==> config.mk <==
export PLATFORM = sky130hd
export DESIGN_NAME = mse_ctrl
export DESIGN_NICKNAME = d
export VERILOG_FILES = /design/src/hw/rtl/mse_pkg.sv /design/src/hw/rtl/mse_ctrl.sv
export SDC_FILE = /design/constraint.sdc
export NUM_CORES = 1
export LEC_CHECK = 0
export ABC_CLOCK_PERIOD_IN_PS = 2600
export BUFFER_PORTS_ARGS = -buffer_cell sky130_fd_sc_hd__buf_2
export CAP_MARGIN = 20
export CORE_AREA = 3 3 40 42
export DETAILED_ROUTE_END_ITERATION = 10
export DIE_AREA = 0 0 43 45
export PLACE_DENSITY = 0.76
export REMOVE_ABC_BUFFERS = 1
export SYNTH_ARGS = -nofsm -noshare
export SYNTH_HDL_FRONTEND = slang
export SYNTH_SLANG_ARGS = --single-unit
==> constraint.sdc <==
create_clock -name i_clk -period 2.6 [get_ports i_clk]
set_input_delay 0.13 -clock i_clk [delete_from_list [all_inputs] [get_ports i_clk]]
set_output_delay 0.13 -clock i_clk [all_outputs]
set_load 0.01 [all_outputs]
==> src/hw/rtl/mse_pkg.sv <==
`timescale 1ns / 1ps
// ----------------------------------------------------------------------------
// mse_pkg
// shared constants, opcodes and controller/datapath types of the execute block
// ----------------------------------------------------------------------------
package mse_pkg;

    localparam logic [31:0] START_PC_RESET = 32'h0040_0000;
    localparam int          DMEM_WORDS_DEF = 1024;

    localparam logic MODE_EXEC    = 1'b0;
    localparam logic MODE_PRELOAD = 1'b1;

    // primary opcodes
    localparam logic [5:0] OP_RTYPE = 6'h00;
    localparam logic [5:0] OP_J     = 6'h02;
    localparam logic [5:0] OP_JAL   = 6'h03;
    localparam logic [5:0] OP_BEQ   = 6'h04;
    localparam logic [5:0] OP_BNE   = 6'h05;
    localparam logic [5:0] OP_BLEZ  = 6'h06;
    localparam logic [5:0] OP_BGTZ  = 6'h07;
    localparam logic [5:0] OP_ADDI  = 6'h08;
    localparam logic [5:0] OP_ORI   = 6'h0d;
    localparam logic [5:0] OP_LUI   = 6'h0f;
    localparam logic [5:0] OP_LW    = 6'h23;
    localparam logic [5:0] OP_SW    = 6'h2b;

    // function codes of r-type
    localparam logic [5:0] FN_SLL     = 6'h00;
    localparam logic [5:0] FN_SRL     = 6'h02;
    localparam logic [5:0] FN_JR      = 6'h08;
    localparam logic [5:0] FN_SYSCALL = 6'h0c;
    localparam logic [5:0] FN_MFHI    = 6'h10;
    localparam logic [5:0] FN_MFLO    = 6'h12;
    localparam logic [5:0] FN_MULT    = 6'h18;
    localparam logic [5:0] FN_DIV     = 6'h1a;
    localparam logic [5:0] FN_ADD     = 6'h20;
    localparam logic [5:0] FN_SUB     = 6'h22;
    localparam logic [5:0] FN_AND     = 6'h24;
    localparam logic [5:0] FN_OR      = 6'h25;
    localparam logic [5:0] FN_XOR     = 6'h26;
    localparam logic [5:0] FN_SLT     = 6'h2a;

    localparam logic [4:0] REG_ZERO    = 5'd0;
    localparam logic [4:0] REG_SYSCALL = 5'd2;
    localparam logic [4:0] REG_LINK    = 5'd31;

    typedef enum logic [1:0] {
        MS_CLEAR  = 2'd0,
        MS_DIRECT = 2'd1,
        MS_REM    = 2'd2,
        MS_HELD   = 2'd3
    } t_mem_src;

    typedef struct packed {
        logic     clr_step;
        logic     load_item;
        logic     mem_we;
        logic     div_start;
        logic     div_mod;
        logic     finish;
        t_mem_src mem_src;
    } t_dp_cmd;

    typedef struct packed {
        logic clr_last;
        logic is_mem;
        logic is_load;
        logic is_div;
        logic div_zero;
        logic div_done;
        logic out_free;
    } t_dp_status;

    typedef struct packed {
        logic [31:0] next_pc;
        logic        reg_written;
        logic [4:0]  dest_reg;
        logic [31:0] dest_value;
        logic        store_done;
        logic [31:0] store_addr;
        logic [31:0] store_value;
        logic        syscall_req;
        logic [31:0] syscall_code;
        logic        unknown_op;
    } t_result;

endpackage

==> src/hw/rtl/mse_ctrl.sv <==
`timescale 1ns / 1ps
// ----------------------------------------------------------------------------
// mse_ctrl
// sequencer for the execute datapath: memory clear, issue, memory and divide
// ----------------------------------------------------------------------------
module mse_ctrl #(
    parameter int DMEM_WORDS = mse_pkg::DMEM_WORDS_DEF
) (
    input  logic                i_clk,
    input  logic                i_rst_n,
    input  logic                i_in_valid,
    output logic                o_in_ready,
    input  mse_pkg::t_dp_status i_status,
    output mse_pkg::t_dp_cmd    o_cmd
);

    localparam bit IS_POW2 = (DMEM_WORDS & (DMEM_WORDS - 1)) == 0;

    typedef enum logic [6:0] {
        ST_CLEAR = 7'b0000001,
        ST_IDLE  = 7'b0000010,
        ST_EXEC  = 7'b0000100,
        ST_MOD   = 7'b0001000,
        ST_MEMOP = 7'b0010000,
        ST_LOAD  = 7'b0100000,
        ST_DIVW  = 7'b1000000
    } t_state;

    t_state r_state, n_state;

    always_comb begin
        n_state       = r_state;
        o_cmd         = '0;
        o_cmd.mem_src = mse_pkg::MS_HELD;
        o_in_ready    = 1'b0;
        unique case (r_state)
            ST_CLEAR: begin
                o_cmd.clr_step = 1'b1;
                o_cmd.mem_src  = mse_pkg::MS_CLEAR;
                o_cmd.mem_we   = 1'b1;
                if (i_status.clr_last) n_state = ST_IDLE;
            end
            ST_IDLE: begin
                o_in_ready = 1'b1;
                if (i_in_valid) begin
                    o_cmd.load_item = 1'b1;
                    n_state         = ST_EXEC;
                end
            end
            ST_EXEC: begin
                if (i_status.is_div && !i_status.div_zero) begin
                    o_cmd.div_start = 1'b1;
                    n_state         = ST_DIVW;
                end else if (i_status.is_mem && !IS_POW2) begin
                    o_cmd.div_start = 1'b1;
                    o_cmd.div_mod   = 1'b1;
                    n_state         = ST_MOD;
                end else if (i_status.is_mem && i_status.is_load) begin
                    o_cmd.mem_src = mse_pkg::MS_DIRECT;
                    n_state       = ST_LOAD;
                end else begin
                    if (i_status.is_mem) o_cmd.mem_src = mse_pkg::MS_DIRECT;
                    if (i_status.out_free) begin
                        o_cmd.mem_we = i_status.is_mem;
                        o_cmd.finish = 1'b1;
                        n_state      = ST_IDLE;
                    end
                end
            end
            ST_MOD: begin
                if (i_status.div_done) n_state = ST_MEMOP;
            end
            ST_MEMOP: begin
                o_cmd.mem_src = mse_pkg::MS_REM;
                if (i_status.is_load) begin
                    n_state = ST_LOAD;
                end else if (i_status.out_free) begin
                    o_cmd.mem_we = 1'b1;
                    o_cmd.finish = 1'b1;
                    n_state      = ST_IDLE;
                end
            end
            ST_LOAD: begin
                if (i_status.out_free) begin
                    o_cmd.finish = 1'b1;
                    n_state      = ST_IDLE;
                end
            end
            ST_DIVW: begin
                if (i_status.div_done && i_status.out_free) begin
                    o_cmd.finish = 1'b1;
                    n_state      = ST_IDLE;
                end
            end
            default: begin
                n_state = ST_IDLE;
            end
        endcase
    end

    always_ff @(posedge i_clk) begin
        if (!i_rst_n) begin
            r_state <= ST_CLEAR;
        end else begin
            r_state <= n_state;
        end
    end

    a_issue: assert property (@(posedge i_clk) disable iff (!i_rst_n)
        o_cmd.load_item |=> (r_state == ST_EXEC))
        else $error("accepted request did not move to execute");

endmodule

Yosys cells after proc, flatten, opt, wreduce, memory -nomap -nowiden
Cells that the tools add are included.

Eq/ne operators: 11. Multiplexer cells: 28. Reduce and logical (&&, ||, !) cells: 5.

Operator list (number): 7-bit two-way mux (8); 7-bit one-hot mux with 7 select lines (1); 1-bit two-way mux (13); 2-bit != test (second input constant) (4); 7-bit by 1-bit == test with 1-bit output (second input constant) (1); 7-bit by 2-bit == test with 1-bit output (second input constant) (1); 7-bit by 3-bit == test with 1-bit output (second input constant) (1); 7-bit by 4-bit == test with 1-bit output (second input constant) (1); 7-bit by 5-bit == test with 1-bit output (second input constant) (1); 7-bit by 6-bit == test with 1-bit output (second input constant) (1); 7-bit == test (second input constant) (1); 2-bit one-hot mux with 3 select lines (1); 2-bit two-way mux (2); 1-bit one-hot mux with 4 select lines (1); 4-bit AND reduction (1); 1-bit logical AND (3); 3-bit two-way mux (1); 1-bit one-hot mux with 3 select lines (1); 1-bit zero test (1).

Flip-flop bits (word level): 7.

Logic depth before layout (Yosys ltp)
Word-level depth: 4. Gate-level depth with buffers: 6.

Worst setup path before layout
Ideal clock, no wire load.

Kind: reg-to-reg. From: reg r_state[6]. To: reg r_state[1]. Arrival time: 1716 ps. Period minus slack after synthesis: 1802 ps. Required time: 2514 ps. Library setup time: 86 ps. Cell stages (with the launch flop): 6. Slack: 798 ps. Path buffers: 0. Path through: dfxtp_1 or4_4 a2111oi_4 nor3_2 nand2b_4 a221oi_2.

Cells in the longest elaborated chain, start to end: 3. Elaborated cells between the ends (all ways): 13.

RTL lines: from (decl) (line mse_ctrl.sv:29) `t_state r_state, n_state;`; from (signal assigned) (line mse_ctrl.sv:105) `r_state <= n_state;`; 7-bit == test (tied with other cells) (line mse_ctrl.sv:36) `unique case (r_state)`; 2-bit != test (no line); 4-bit AND reduction (no line).

Parallel ways exist; a longest one is shown, timed or not. A chain may end at the register's enable or synchronous reset.

==> results.sh <==
export IMPL_outcome="completed"
export IMPL_total_number_of_vias=635
export IMPL_worst_endpoint_required_ns=2.47
export IMPL_synth_avg_cell_area_um2=8.14
export IMPL_critical_path_top_delay_family="simple AND/OR/NAND/NOR gates"
export IMPL_ys_flop_type="sky130_fd_sc_hd__dfxtp_1"
export IMPL_grt_setup_unrepaired="false"
export IMPL_worstPathArrival_ns=2.00
export IMPL_max_vdd_ir_drop_mv=0.267
export IMPL_fp_row_count=13
export IMPL_n_fill_cell=125
export IMPL_grt_pass1_wl_um=2400
export IMPL_die_w_um=43
export IMPL_skew_ns=0.00700
export IMPL_hold_path_class="primary input to flop"
export IMPL_groute_usage_overall=0.168
export IMPL_post_layout_total_power_mw=0.290
export IMPL_core_area_mm2=0.00128
export IMPL_synth_ff_latch_count=7
export IMPL_numPlacedInstances=102
export IMPL_synth_seq_area_share=0.236
export IMPL_drc=0
export IMPL_antenna_violations_before_repair=0
export IMPL_final_wl_um=1500
export IMPL_period_share=0.820
export IMPL_power_density_mw_per_mm2=410
export IMPL_initialDrtViolationCount=23
export IMPL_dpl_hpwl_um=1190
export IMPL_cts_root_buffer="sky130_fd_sc_hd__clkbuf_4"
export IMPL_fin_worst_hold_slack_ns=0.0755
export IMPL_final_cells=106
export IMPL_antenna_diode_count=0
export IMPL_cp_buffers_inverters=1
export IMPL_initial_util=0.463
export IMPL_place_gp_congestion=0.863
export IMPL_cp_peak_stage_delay_ns=0.60
export IMPL_relSlewSlack=0.624
export IMPL_startpoint_of_the_most_critical_register_to_register_path="r_state[5]"
export IMPL_via_per_inst=5.99
export IMPL_tightestPinTransition_ns=0.563
export IMPL_cts_buffers=3
export IMPL_finalWorstPathRequiredPeriod_ns=2.13
export IMPL_place_worst_setup_slack_ns=0.672
export IMPL_tritoncts="yes"
export IMPL_worstSetupStartpointType="flop"
export IMPL_hold_violations=0
export IMPL_clk_pin_slew_ns=0.05
export IMPL_detailedRoute_firstPassIterationCount=4
export IMPL_crit_path_end_kind="output pin"
export IMPL_layout_drive_gt1_share=0.330
export IMPL_synthesis_yosys_warnings=0
export IMPL_cts_setup_buffers=0
export IMPL_timing_worst_setup_path_type="flop to output pin"
export IMPL_die_area_mm2=0.00194
export IMPL_timing_setup_tns_ns=0
export IMPL_cts_htree_levels=1
export IMPL_synthDistinctLibCells=39
export IMPL_multi_input_comb_area_um2=415
export IMPL_postCtsResizedCells=0
export IMPL_post_cts_hold_buffer_count=0
export IMPL_path_max_fanout=7
export IMPL_worst_min_path_start="i_status[6]"
export IMPL_grt_residual_overflow=0
export IMPL_final_setup_worst_slack_ns=0.469
export IMPL_die_height_um=45
export IMPL_slew_viol_final=0
export IMPL_timing_fmax_mhz=469
export IMPL_number_of_synthesized_flops_with_an_enable_pin=0
export IMPL_async_flop_share=0
export IMPL_clk_latency_worst_skew_pair_ns=0.26
export IMPL_crit_chain="or4_4 > a2111oi_4 > nor3_2 > a21oi_1 > buf_2"
export IMPL_cts_sink_count=7
export IMPL_cellLeakagePower_nw=0.332
export IMPL_setup_violations=0
export IMPL_pin_count_of_the_biggest_net_entering_global_routing=10
export IMPL_cp_startpoint="r_state[6]"
export IMPL_registers_with_the_most_flip_flops="r_state: 7 flops"
export IMPL_vias_in_the_first_global_route=557
export IMPL_drt_wirelength_per_cell_um=14.1
export IMPL_largest_register_by_flop_count="r_state"
export IMPL_postSynthCellCount=73
export IMPL_post_synth_instance_area_um2=594
export IMPL_area_growth_synth_to_finish_pct=19.2
export IMPL_largest_reg_flops=7
export IMPL_critical_path_slowest_cell="sky130_fd_sc_hd__or4_4"
export IMPL_total_of_buffers_placed_on_input_and_output_ports=17
export IMPL_io_pins=19
export IMPL_drt_antenna_net_count=0
export IMPL_nets=102
export IMPL_final_seq_area_um2=140
export IMPL_maxCapViolations=0
export IMPL_cts_max_path_buffers=2
[layout by cell type, fill, tap and decap left out, drive strengths merged, types with 2 or more instances in the layout]
cell type,n
a2111oi,2
a21oi,6
and3,2
buf,17
clkbuf,4
dfxtp,7
inv,6
nand2,2
nand2b,4
nor2,7
nor2b,3
nor3,4
nor3b,2
o211a,2
o211ai,2
o21ai,3
or3,2
[final cells by class]
class / count / share of cell area
multi-input combinational: 57 / 0.587
sequential: 7 / 0.198
timing repair buffer: 17 / 0.120
clock buffer: 4 / 0.0371
inverter: 6 / 0.0318
tap: 15 / 0.0265
[through the flow]
step,util,instance area (um2)
2_1_floorplan,-,578
3_3_place_gp,0.531,682
3_5_place_dp,0.531,682
4_1_cts,0.551,708
5_1_grt,0.551,708
6_report,0.551,708
[worst register-to-register path, cell delays in order (launching register included)]
cell,delay (ns)
sky130_fd_sc_hd__dfxtp_1,0.37
sky130_fd_sc_hd__nor3_1,0.50
sky130_fd_sc_hd__nand2b_1,0.14
sky130_fd_sc_hd__o32ai_1,0.51
sky130_fd_sc_hd__a2111oi_2,0.11
sky130_fd_sc_hd__a221oi_2,0.24
[cells by family after synthesis]
family                 after synthesis  synth area share
AND/OR/NAND/NOR                     34             0.375
AO/OA/AOI/OAI                       21             0.303
buffers and inverters                9            0.0653
flip-flops                           7             0.236
XOR/XNOR                             1            0.0147
other                                1           0.00631
[routing by layer]
metal / vias to the layer above / track usage / part of all wire
met4: 0 / 0.102 / 0.022
li1: 306 / - / -
met2: 22 / 0.269 / 0.48
met5: - / 0 / 0
met3: 5 / 0.0359 / 0.048
met1: 302 / 0.205 / 0.45
[worst paths after layout]
| kind | to | slack (ns) | depth (start not counted) |
|---|---|---|---|
| max | o_cmd[2] | 0.47 | 5 |
| min | r_state[0] | 0.08 | 2 |
| max reg2reg | r_state[1] | 0.65 | 5 |
| min reg2reg | r_state[3] | 0.58 | 1 |
[cell usage after synthesis (all sizes together), types with 2 or more instances]
cell type / instances / area share
nor2: 7 / 0.044
nor3b: 2 / 0.025
dfxtp: 7 / 0.24
nor2b: 3 / 0.032
and3: 2 / 0.021
inv: 6 / 0.038
nor3: 4 / 0.042
a21oi: 6 / 0.051
nand2: 2 / 0.013
o211ai: 2 / 0.025
a2111oi: 2 / 0.072
o21ai: 3 / 0.025
or3: 2 / 0.021
o211a: 2 / 0.034
nand2b: 4 / 0.055
buf: 2 / 0.021
[report_power, final]
group / leakage, nW / total [mW] / switching [mW] / internal, mW
Sequential: 0.0571 / 0.119 / 0.00784 / 0.111
Clock: 0.0150 / 0.101 / 0.0421 / 0.0587
Combinational: 0.260 / 0.0707 / 0.0409 / 0.0298
Power figures use the tool's default switching activity.
